$ cat src/sv/rlpe_pkg.sv
// ----------------------------------------------------------------------------
// rlpe_pkg
// Types, codes, tables and constants of the RGB LED pattern engine.
// ----------------------------------------------------------------------------
package rlpe_pkg;

  typedef enum logic [1:0] {
    REG_COLOR   = 2'd0,
    REG_PATTERN = 2'd1,
    REG_BRIGHT  = 2'd2
  } reg_index_e;

  typedef enum logic [2:0] {
    PAT_SOLID      = 3'd0,
    PAT_BLINK_SLOW = 3'd1,
    PAT_BLINK_FAST = 3'd2,
    PAT_PULSE      = 3'd3,
    PAT_FADE       = 3'd4,
    PAT_RAINBOW    = 3'd5
  } pattern_e;

  typedef enum logic [2:0] {
    COL_OFF    = 3'd0,
    COL_RED    = 3'd1,
    COL_GREEN  = 3'd2,
    COL_BLUE   = 3'd3,
    COL_YELLOW = 3'd4,
    COL_PURPLE = 3'd5,
    COL_CYAN   = 3'd6,
    COL_WHITE  = 3'd7
  } color_e;

  typedef enum logic [3:0] {
    ST_IDLE,
    ST_ADVANCE,
    ST_HUE,
    ST_BASE,
    ST_MUL1,
    ST_DIV1,
    ST_MUL2,
    ST_DIV2,
    ST_OUT
  } state_e;

  // Controller to datapath commands, at most one set per cycle
  typedef struct packed {
    logic take_in;
    logic advance;
    logic hue;
    logic base;
    logic mul_level;
    logic mul_bright;
    logic div;
    logic load_out;
  } dp_cmd_t;

  typedef struct packed {
    logic [7:0] b;
    logic [7:0] g;
    logic [7:0] r;
  } rgb_t;

  typedef struct packed {
    logic [9:0] interval;
    logic [3:0] inc;
    logic [8:0] modulus;
  } timing_t;

  localparam logic [2:0] COLOR_RESET   = COL_BLUE;
  localparam logic [2:0] PATTERN_RESET = PAT_PULSE;
  localparam logic [6:0] BRIGHT_RESET  = 7'd80;
  localparam logic [6:0] PCT_FULL      = 7'd100;
  localparam logic [7:0] DUTY_MAX      = 8'd255;

  // floor(x/100) = (x*5243) >> 19 for x <= 25500
  localparam logic [12:0] RECIP_100 = 13'd5243;
  localparam int          RECIP_100_SHIFT = 19;
  // floor(h/60) = (h*1093) >> 16 for h < 512
  localparam logic [10:0] RECIP_60  = 11'd1093;
  // floor(s/5) = (s*205) >> 10 for s < 512
  localparam logic [7:0]  RECIP_5   = 8'd205;

  localparam int PULSE_LEN = 72;
  localparam logic [6:0] PULSE_TAB [PULSE_LEN] = '{
    7'd50, 7'd54, 7'd58, 7'd62, 7'd67, 7'd71, 7'd75, 7'd78, 7'd82, 7'd85,
    7'd88, 7'd90, 7'd93, 7'd95, 7'd96, 7'd98, 7'd99, 7'd99, 7'd100, 7'd99,
    7'd99, 7'd98, 7'd96, 7'd95, 7'd93, 7'd90, 7'd88, 7'd85, 7'd82, 7'd78,
    7'd75, 7'd71, 7'd67, 7'd62, 7'd58, 7'd54, 7'd50, 7'd45, 7'd41, 7'd37,
    7'd32, 7'd28, 7'd25, 7'd21, 7'd17, 7'd14, 7'd11, 7'd9, 7'd6, 7'd4,
    7'd3, 7'd1, 7'd0, 7'd0, 7'd0, 7'd0, 7'd0, 7'd1, 7'd3, 7'd4,
    7'd6, 7'd9, 7'd11, 7'd14, 7'd17, 7'd21, 7'd25, 7'd28, 7'd32, 7'd37,
    7'd41, 7'd45
  };

  function automatic rgb_t palette(input logic [2:0] col);
    rgb_t c;
    c = '0;
    unique case (col)
      COL_OFF:    c = '0;
      COL_RED:    c.r = DUTY_MAX;
      COL_GREEN:  c.g = DUTY_MAX;
      COL_BLUE:   c.b = DUTY_MAX;
      COL_YELLOW: begin
        c.r = DUTY_MAX;
        c.g = DUTY_MAX;
      end
      COL_PURPLE: begin
        c.r = DUTY_MAX;
        c.b = DUTY_MAX;
      end
      COL_CYAN: begin
        c.g = DUTY_MAX;
        c.b = DUTY_MAX;
      end
      default: begin
        c.r = DUTY_MAX;
        c.g = DUTY_MAX;
        c.b = DUTY_MAX;
      end
    endcase
    return c;
  endfunction

  // inc of zero means the pattern never advances
  function automatic timing_t pattern_timing(input logic [2:0] pat);
    timing_t t;
    t = '{interval: 10'd0, inc: 4'd0, modulus: 9'd1};
    unique case (pat)
      PAT_BLINK_SLOW: t = '{interval: 10'd1000, inc: 4'd1,  modulus: 9'd2};
      PAT_BLINK_FAST: t = '{interval: 10'd250,  inc: 4'd1,  modulus: 9'd2};
      PAT_PULSE:      t = '{interval: 10'd50,   inc: 4'd5,  modulus: 9'd360};
      PAT_FADE:       t = '{interval: 10'd100,  inc: 4'd1,  modulus: 9'd200};
      PAT_RAINBOW:    t = '{interval: 10'd100,  inc: 4'd10, modulus: 9'd360};
      default:        t = '{interval: 10'd0,    inc: 4'd0,  modulus: 9'd1};
    endcase
    return t;
  endfunction

endpackage

$ cat src/sv/rlpe_ctrl.sv
// ----------------------------------------------------------------------------
// rlpe_ctrl
// Sequencer for one tick: advance, hue, base color, two scaling passes, output.
// ----------------------------------------------------------------------------
module rlpe_ctrl (
  input  logic              clk,
  input  logic              rst,
  input  logic              s_tvalid,
  output logic              s_tready,
  output logic              m_tvalid,
  input  logic              m_tready,
  output rlpe_pkg::dp_cmd_t cmd
);
  import rlpe_pkg::*;

  state_e state;
  state_e state_next;
  logic   out_free;

  assign out_free = !m_tvalid || m_tready;

  always_ff @(posedge clk) begin
    if (rst) begin
      state    <= ST_IDLE;
      m_tvalid <= 1'b0;
    end else begin
      state <= state_next;
      if (cmd.load_out) begin
        m_tvalid <= 1'b1;
      end else if (m_tready) begin
        m_tvalid <= 1'b0;
      end
    end
  end

  always_comb begin
    state_next = state;
    cmd        = '0;
    s_tready   = 1'b0;
    unique case (state)
      ST_IDLE: begin
        s_tready = 1'b1;
        if (s_tvalid) begin
          cmd.take_in = 1'b1;
          state_next  = ST_ADVANCE;
        end
      end
      ST_ADVANCE: begin
        cmd.advance = 1'b1;
        state_next  = ST_HUE;
      end
      ST_HUE: begin
        cmd.hue    = 1'b1;
        state_next = ST_BASE;
      end
      ST_BASE: begin
        cmd.base   = 1'b1;
        state_next = ST_MUL1;
      end
      ST_MUL1: begin
        cmd.mul_level = 1'b1;
        state_next    = ST_DIV1;
      end
      ST_DIV1: begin
        cmd.div    = 1'b1;
        state_next = ST_MUL2;
      end
      ST_MUL2: begin
        cmd.mul_bright = 1'b1;
        state_next     = ST_DIV2;
      end
      ST_DIV2: begin
        cmd.div    = 1'b1;
        state_next = ST_OUT;
      end
      ST_OUT: begin
        // wait here while the previous result is still unclaimed
        if (out_free) begin
          cmd.load_out = 1'b1;
          state_next   = ST_IDLE;
        end
      end
      default: state_next = ST_IDLE;
    endcase
  end

endmodule

$ cat src/sv/rlpe_datapath.sv
// ----------------------------------------------------------------------------
// rlpe_datapath
// Config registers, step timing, color generation and 3-lane percent scaler.
// ----------------------------------------------------------------------------
module rlpe_datapath (
  input  logic              clk,
  input  logic              rst,
  input  rlpe_pkg::dp_cmd_t cmd,
  input  logic [31:0]       s_tdata,
  input  logic              cfg_we,
  input  logic [1:0]        cfg_index,
  input  logic [6:0]        cfg_data,
  output logic [23:0]       m_tdata
);
  import rlpe_pkg::*;

  logic [2:0]  color_select;
  logic [2:0]  pattern_select;
  logic [6:0]  global_brightness;
  logic [8:0]  step_count;
  logic [31:0] last_advance_time;
  logic        first_tick_pending;
  logic [31:0] timestamp;
  logic [2:0]  sector;
  logic [6:0]  level;
  logic [7:0]  base   [3];
  logic [14:0] prod   [3];
  logic [7:0]  scaled [3];
  rgb_t        duty;

  timing_t     timing;
  logic [31:0] delta;
  logic        do_advance;
  logic [9:0]  step_sum;
  logic [8:0]  step_next;
  logic [19:0] hue_prod;

  logic [6:0]  level_next;
  rgb_t        base_next;
  logic [8:0]  sector_base;
  logic [5:0]  hue_ofs;
  logic [5:0]  hue_rem;
  logic [7:0]  rise;
  logic [7:0]  fall;
  logic [16:0] pulse_prod;
  logic [6:0]  pulse_idx;

  // ---- step timing ----
  always_comb begin
    timing     = pattern_timing(pattern_select);
    delta      = timestamp - last_advance_time;
    do_advance = (timing.inc != 4'd0) &&
                 (first_tick_pending || (delta >= {22'd0, timing.interval}));
    step_sum   = {1'b0, step_count} + {6'd0, timing.inc};
    if (step_sum >= {1'b0, timing.modulus}) begin
      step_next = 9'(step_sum - {1'b0, timing.modulus});
    end else begin
      step_next = step_sum[8:0];
    end
    hue_prod = 20'(step_count) * 20'(RECIP_60);
  end

  // ---- level and base color ----
  always_comb begin
    sector_base = 9'(9'(sector) * 9'd60);
    hue_ofs     = 6'(step_count - sector_base);
    hue_rem     = 6'd60 - hue_ofs;
    rise        = 8'((10'(hue_ofs) * 10'd17) >> 2);
    fall        = 8'((10'(hue_rem) * 10'd17) >> 2);
    pulse_prod  = 17'(step_count) * 17'(RECIP_5);
    pulse_idx   = pulse_prod[16:10];
    level_next  = PCT_FULL;
    base_next   = palette(color_select);
    case (pattern_select)
      PAT_SOLID: ;
      PAT_BLINK_SLOW, PAT_BLINK_FAST: begin
        if (step_count == 9'd0) begin
          base_next = '0;
        end
      end
      PAT_PULSE: begin
        level_next = (pulse_idx < 7'(PULSE_LEN)) ? PULSE_TAB[pulse_idx] : 7'd0;
      end
      PAT_FADE: begin
        if (step_count < 9'd100) begin
          level_next = 7'(step_count);
        end else if (step_count <= 9'd200) begin
          level_next = 7'(9'd200 - step_count);
        end else begin
          level_next = 7'd0;
        end
      end
      PAT_RAINBOW: begin
        case (sector)
          3'd0:    base_next = '{r: DUTY_MAX, g: rise,     b: 8'd0};
          3'd1:    base_next = '{r: fall,     g: DUTY_MAX, b: 8'd0};
          3'd2:    base_next = '{r: 8'd0,     g: DUTY_MAX, b: rise};
          3'd3:    base_next = '{r: 8'd0,     g: fall,     b: DUTY_MAX};
          3'd4:    base_next = '{r: rise,     g: 8'd0,     b: DUTY_MAX};
          default: base_next = '{r: DUTY_MAX, g: 8'd0,     b: fall};
        endcase
      end
      default: base_next = '0;
    endcase
  end

  // ---- config and step state ----
  always_ff @(posedge clk) begin
    if (rst) begin
      color_select       <= COLOR_RESET;
      pattern_select     <= PATTERN_RESET;
      global_brightness  <= BRIGHT_RESET;
      step_count         <= '0;
      last_advance_time  <= '0;
      first_tick_pending <= 1'b1;
    end else if (cfg_we) begin
      unique case (cfg_index)
        REG_COLOR: begin
          color_select       <= cfg_data[2:0];
          step_count         <= '0;
          last_advance_time  <= '0;
          first_tick_pending <= 1'b1;
        end
        REG_PATTERN: begin
          pattern_select     <= cfg_data[2:0];
          step_count         <= '0;
          last_advance_time  <= '0;
          first_tick_pending <= 1'b1;
        end
        REG_BRIGHT: begin
          if (cfg_data <= PCT_FULL) begin
            global_brightness <= cfg_data;
          end
        end
        default: ;
      endcase
    end else if (cmd.advance && do_advance) begin
      step_count         <= step_next;
      last_advance_time  <= timestamp;
      first_tick_pending <= 1'b0;
    end
  end

  // ---- payload pipeline ----
  always_ff @(posedge clk) begin
    logic [27:0] quot;
    if (cmd.take_in) begin
      timestamp <= s_tdata;
    end
    if (cmd.hue) begin
      sector <= hue_prod[18:16];
    end
    if (cmd.base) begin
      level   <= level_next;
      base[0] <= base_next.r;
      base[1] <= base_next.g;
      base[2] <= base_next.b;
    end
    for (int i = 0; i < 3; i++) begin
      if (cmd.mul_level) begin
        prod[i] <= 15'(base[i]) * 15'(level);
      end else if (cmd.mul_bright) begin
        prod[i] <= 15'(scaled[i]) * 15'(global_brightness);
      end
      if (cmd.div) begin
        quot = 28'(prod[i]) * 28'(RECIP_100);
        scaled[i] <= (quot[27:RECIP_100_SHIFT] > 9'(DUTY_MAX)) ? DUTY_MAX
                     : quot[RECIP_100_SHIFT+7:RECIP_100_SHIFT];
      end
    end
    if (cmd.load_out) begin
      duty <= '{r: scaled[0], g: scaled[1], b: scaled[2]};
    end
  end

  assign m_tdata = duty;

endmodule

$ cat src/sv/rgb_led_pattern_engine.sv
// ----------------------------------------------------------------------------
// rgb_led_pattern_engine
// One RGB LED pattern engine: each tick gives one PWM duty triple.
// ----------------------------------------------------------------------------
// After a tick is accepted the sequencer walks the step timing, hue, base color
//   and two shared multiply/reciprocal passes; no new tick is taken until it is
//   back in idle. m_tvalid rises as the output register is loaded, which waits while an earlier result is unclaimed.
// A waiting result sits in the output register while the next tick is taken.
// Reset (rst, synchronous): registers to color blue, pattern pulse, 80 %.
module rgb_led_pattern_engine (
  input  logic        clk,
  input  logic        rst,
  input  logic        s_tvalid,
  output logic        s_tready,
  input  logic [31:0] s_tdata,   // [31:0] timestamp_ms
  output logic        m_tvalid,
  input  logic        m_tready,
  output logic [23:0] m_tdata,   // [7:0] red_duty, [15:8] green_duty, [23:16] blue_duty
  input  logic        cfg_we,
  input  logic [1:0]  cfg_index,
  input  logic [6:0]  cfg_data
);
  import rlpe_pkg::*;

  dp_cmd_t cmd;

  rlpe_ctrl u_ctrl (
    .clk      (clk),
    .rst      (rst),
    .s_tvalid (s_tvalid),
    .s_tready (s_tready),
    .m_tvalid (m_tvalid),
    .m_tready (m_tready),
    .cmd      (cmd)
  );

  rlpe_datapath u_dp (
    .clk       (clk),
    .rst       (rst),
    .cmd       (cmd),
    .s_tdata   (s_tdata),
    .cfg_we    (cfg_we),
    .cfg_index (cfg_index),
    .cfg_data  (cfg_data),
    .m_tdata   (m_tdata)
  );

endmodule

$ cat config.mk
export PLATFORM = sky130hd
export DESIGN_NAME = rgb_led_pattern_engine
export DESIGN_NICKNAME = d
export VERILOG_FILES = /design/src/sv/rlpe_pkg.sv /design/src/sv/rlpe_ctrl.sv /design/src/sv/rlpe_datapath.sv /design/src/sv/rgb_led_pattern_engine.sv
export SDC_FILE = /design/constraint.sdc
export NUM_CORES = 2
export LEC_CHECK = 0
export BUFFER_PORTS_ARGS = -buffer_cell sky130_fd_sc_hd__buf_2
export CAP_MARGIN = 15
export CORE_AREA = 10 10 266 268
export DETAILED_ROUTE_END_ITERATION = 10
export DIE_AREA = 0 0 276 278
export PLACE_DENSITY = 0.74
export SYNTH_ARGS = -nofsm -noshare
export SYNTH_HDL_FRONTEND = slang
export SYNTH_SLANG_ARGS = --single-unit
$ cat constraint.sdc
create_clock -name clk -period 5.6 [get_ports clk]
set_input_delay 0.28 -clock clk [delete_from_list [all_inputs] [get_ports clk]]
set_output_delay 0.28 -clock clk [all_outputs]
set_load 0.005 [all_outputs]
After elaboration in Yosys (flattened, before gate mapping):

Memories as Yosys holds them, arrays and structs flattened.
Cells that the tools add are included.

* add/sub/neg operators: 6
* $mul: 14
* order comparisons: 10
* equal/unequal tests: 28
* multiplexer cells: 54
* bitwise logic cells: 4
* reductions and logical operators: 26

Operators by type and width (count)
* $pmux 24 s5: 1
* $pmux 23 s5: 1
* $mux 32: 3
* $mul 8x7->15: 6
* $mul 15x13->28 const B: 3
* $pmux 24 s3: 1
* $mux 8: 6
* $mux 15: 3
* $mux 9: 4
* $pmux 4 s9: 1
* $mux 7: 5
* $ge 32x10->1: 1
* $sub 32x32->32: 1
* $gt 9x8->1 const B: 3
* $mux 1: 25
* $mux 24: 1
* $mul 6x5->10 const B: 2
* $mul 9x11->19 const B: 1
* $eq 3x2->1 const B: 6
* $eq 3x3->1 const B: 6
* $mul 9x8->17 const B: 1
* $eq 4x3->1 const B: 4
* $pmux 7 s2: 1
* $reduce_or 4->1: 3
* other kinds (36): 53

* flip-flop bits (word level): 126
* RAM bits: 93
* memory bits (read-only): 896
* output and inout port bits: 26
* memories kept: 4

Memories
* (name not given): words 128, bits a word 7, read ports 1, clocked after Yosys merged registers in 0, wr ports 0, RTL line rlpe_datapath.sv:82 `level_next = (pulse_idx < 7'(PULSE_LEN)) ? PULSE_TAB[pulse_idx] : 7'd0;`
* u_dp.prod: words 3, bits a word 15, read ports 3, clocked after Yosys merged registers in 0, wr ports 3, RTL line rlpe_datapath.sv:27 `logic [14:0] prod [3];`
* u_dp.base: words 3, bits a word 8, read ports 3, clocked after Yosys merged registers in 0, wr ports 3, RTL line rlpe_datapath.sv:26 `logic [7:0] base [3];`
* u_dp.scaled: words 3, bits a word 8, read ports 3, clocked after Yosys merged registers in 0, wr ports 3, RTL line rlpe_datapath.sv:28 `logic [7:0] scaled [3];`

Longest topological paths before layout:

* word-level depth: 8
* mapped depth: 23

By module:

Synthesis repeated with hierarchy kept, for this count alone.

* cell total of the unflattened synthesis: 3793
* area total of the unflattened synthesis: 35839.4 um^2

Modules (own cells, without submodules)
* rlpe_datapath: instances 1, cells an instance 3761, area an instance 35561.6 um^2, sequential area each 5875.6 um^2
* rlpe_ctrl: instances 1, cells an instance 32, area an instance 277.8 um^2, sequential area each 100.1 um^2

Worst setup path before layout:

OpenSTA, ideal clock, no wires.

* path type: flip-flop to flip-flop
* start point: memory u_dp.prod[1][10]
* end point: memory u_dp.scaled[1][4] (netlist: u_dp.scaled[0][12]) (data pin)
* setup time: 0.255 ns
* arrival time: 5.238 ns
* required time: 5.345 ns
* path slack: 0.107 ns
* cell stages (with the launch flop): 21
* buffers on the path: 0
* path through: edfxtp_1 > fa_1 > ha_1 > inv_1 > fa_1 > inv_1 > fa_1 > inv_1 > fa_1 > inv_1 > ha_1 > a21o_1 > a21o_1 > a2111oi_0 > o221ai_1 > nand3_1 > a31o_2 > o21ai_0 > a21oi_1 > xnor2_1 > a21bo_2

RTL lines (RTL line)
* start, declared: rlpe_datapath.sv:27
* end, declared: rlpe_datapath.sv:28

==> impl_metrics.toml <==
[run_status]
outcome = "completed"

[drt]
postRouteAntennaNets = 0
via_per_inst = 5.45
drc = 0
first_pass_iters = 7
vias = 26400
post_drt_wl_per_cell_um = 16.1
drt-initial-drc-count = 1495
routed_wl_um = 78100

[floorplanning]
chipWidth_um = 276
die_area_um2 = 76700
initial_core_util_pct = 54.5
rows = 94
coreArea_um2 = 65400
die_y_um = 278
io-pin-count = 72

[synthesis]
netlist_area_um2 = 35600
synth_cells = 3794
synth.avg_cell_area_um2 = 9.39
yosys_warnings = 0
synth_seq_area_share_pct = 16.8
synth_flop_cell = "edfxtp_1"
yosys.cell_types.count = 92
synth-edff-count = 159
async_flop_share_pct = 0
ys_ff_latch = 219
syn-num-nets = 4917

[sta]
hold_viol = 0
period_needed_ns = 5.44
setup_viol = 0
fin_skew_ns = 0.0172
slew_violations = 0
worstMarginPinSlew_ns = 1.36
hold_slack_ns = 0.0318
layout_setup_ws_ns = 0.163
max-slew-margin-rel_pct = 8.32
timing.fmax_mhz = 184
tns_ns = 0
finalCritPeriodShare_pct = 97.1

[finish]
mostFrequentLayoutCells = "682 x inv_1, 669 x ha_1, 424 x nand2_1"
layout_commonest_cell = "inv_1"
n_antenna_cell = 0
final_area_um2 = 39100
seqCellArea_um2 = 5980
drive_above_1_share_pct = 7.63
fin_nets = 5086
multi_input_area_um2 = 26900
layout.cells.non_filler = 4848
area_delta_synth_final_pct = 9.82
nFillCells = 5601
final_util_pct = 59.8

[clock_tree]
clockRootBuffer = "clkbuf_16"
cts_made_buffers = 27
cts_num_sinks = 219
cts.path.max_buffers = 3
htreeDepth = 1
cts_tree = "built"
clk_pin_slew_ns = 0.07
clk_latency_ns = 0.58

[grt]
grt_pass1_vias = 27000
grt_max_degree = 46
grt_pass1_wl_um = 132000
grt_usage_pct = 20.3
antenna_found_initial = 0
grt-ovfl-total = 0

[power]
power_density_nw_per_um2 = 195
p_total_mw = 7.62
ir_worst_vdd_mv = 0.287
p_leak_nw = 19.8

[placed_design]
dpl_cell_area_um2 = 37600
portBuffers = 71
dp_slack_ns = -0.305
dpl.hpwl_um = 63900
placedCellCount = 4753
place_congestion = 0.952

[setup_path]
crit_type = "reg2reg"
cp.arrival_ns = 5.76
crit_fanout = 4
worst_setup_path_start_kind = "register"
cp-end-kind = "register"
rrSetupSlack_ns = 0.16
cp.required_ns = 5.93

[hold_path]
hold_class = "in2reg"

[flow_run]
cap_viol_max_count = 0
==> power by group <==
part	switching, mW	internal (mW)	leakage [nW]
Combinational	2.17	1.68	17.4
Clock	0.768	1.03	0.445
Sequential	0.0768	1.90	1.95
==> area by class of cell <==
class	count	share of cell area, %
clock buffers	35	1.87
repair buffers	225	4.38
multi-input cells	2805	68.7
clock inverters	15	0.445
flip-flops and latches	219	15.3
well taps	864	2.76
inverters	685	6.57
==> cell families after synthesis <==
kind of cell,Yosys count,share of synthesized area [%]
fa+ha+maj,1078,46.5
simple gates,942,12.3
buf+inv,770,8.32
compound gates,557,10.2
flops,219,16.8
xor+xnor,149,3.66
mux,79,2.28
==> path summary, 6_finish.rpt <==
check                                 start                   endpoint  cells after the start
hold / removal                 cfg_index[0]     u_dp.pattern_select[2]                      3
hold reg to reg   u_dp.last_advance_time[9]  u_dp.last_advance_time[9]                      2
setup / recovery           u_dp.prod[1][11]         u_dp.scaled[0][12]                     20
setup reg to reg           u_dp.prod[1][11]         u_dp.scaled[0][12]                     20
==> what timing repair did <==
item | 4_1_cts | 5_1_grt
hold buffers | 36 | 0
setup buffers | 1 | 7
resized for setup | 6 | 36
setup endpoints to repair | 14 | 27
endpoints found under the hold margin | 36 | 0
pin swaps | 0 | 17
==> per-layer routing <==
metal | routed length, µm | vias to the layer above | global-route usage (%)
met1 | 35300 | 12800 | 27.0
li1 | - | 12900 | -
met5 | 0 | - | 0
met4 | 1660 | 0 | 4.12
met2 | 37300 | 575 | 34.8
met3 | 3800 | 93 | 2.70
==> state kept, by name (all words and copies together), names as in the netlist, 7 cells and up <==
| signal | count |
|---|---|
| u_dp.base | 24 |
| u_dp.global_brightness | 7 |
| u_dp.level | 7 |
| u_dp.m_tdata | 24 |
| u_dp.timestamp | 32 |
| u_dp.step_count | 9 |
| u_dp.scaled | 24 |
| u_dp.prod | 45 |
| u_dp.last_advance_time | 32 |
==> worst max-delay path, cell delays in order (launching register included) <==
cell	delay [ns]
edfxtp_1	0.49
fa_1	0.49
ha_1	0.29
inv_1	0.05
fa_1	0.49
inv_1	0.06
fa_1	0.53
inv_1	0.05
fa_1	0.52
inv_1	0.05
ha_1	0.31
a21o_1	0.16
a21o_1	0.19
a2111oi_4	0.38
o221ai_4	0.18
nand3_2	0.12
a31o_4	0.16
o21ai_2	0.07
a21oi_2	0.19
xnor2_2	0.15
a21bo_2	0.25
==> synthesized netlist by cell type (7+ instances only) <==
library cell	n	share of area, %
a2111oi_0	7	0.17
a211o_1	7	0.17
a211oi_1	15	0.32
a21o_1	43	0.91
a21oi_1	174	2.4
a22oi_1	7	0.15
a31oi_1	14	0.25
and2_1	134	2.4
and3_1	13	0.23
clkbuf_1	69	0.73
dfxtp_1	60	3.4
edfxtp_1	159	13
fa_1	408	23
ha_1	669	24
inv_1	682	7.2
mux2_2	12	0.38
mux2i_1	66	1.9
nand2_1	424	4.5
nand2b_1	33	0.58
nand3_1	43	0.60
nand4_1	14	0.25
nor2_1	155	1.6
nor2b_1	28	0.49
nor3_1	47	0.66
o211ai_1	14	0.30
o21a_1	37	0.78
o21ai_0	102	1.4
o21ai_1	8	0.11
o21bai_1	20	0.42
o22ai_1	12	0.21
o31a_1	15	0.37
o41ai_1	11	0.27
or3_1	18	0.32
xnor2_1	91	2.2
xor2_1	58	1.4
(Power assumes the default switching activity.)
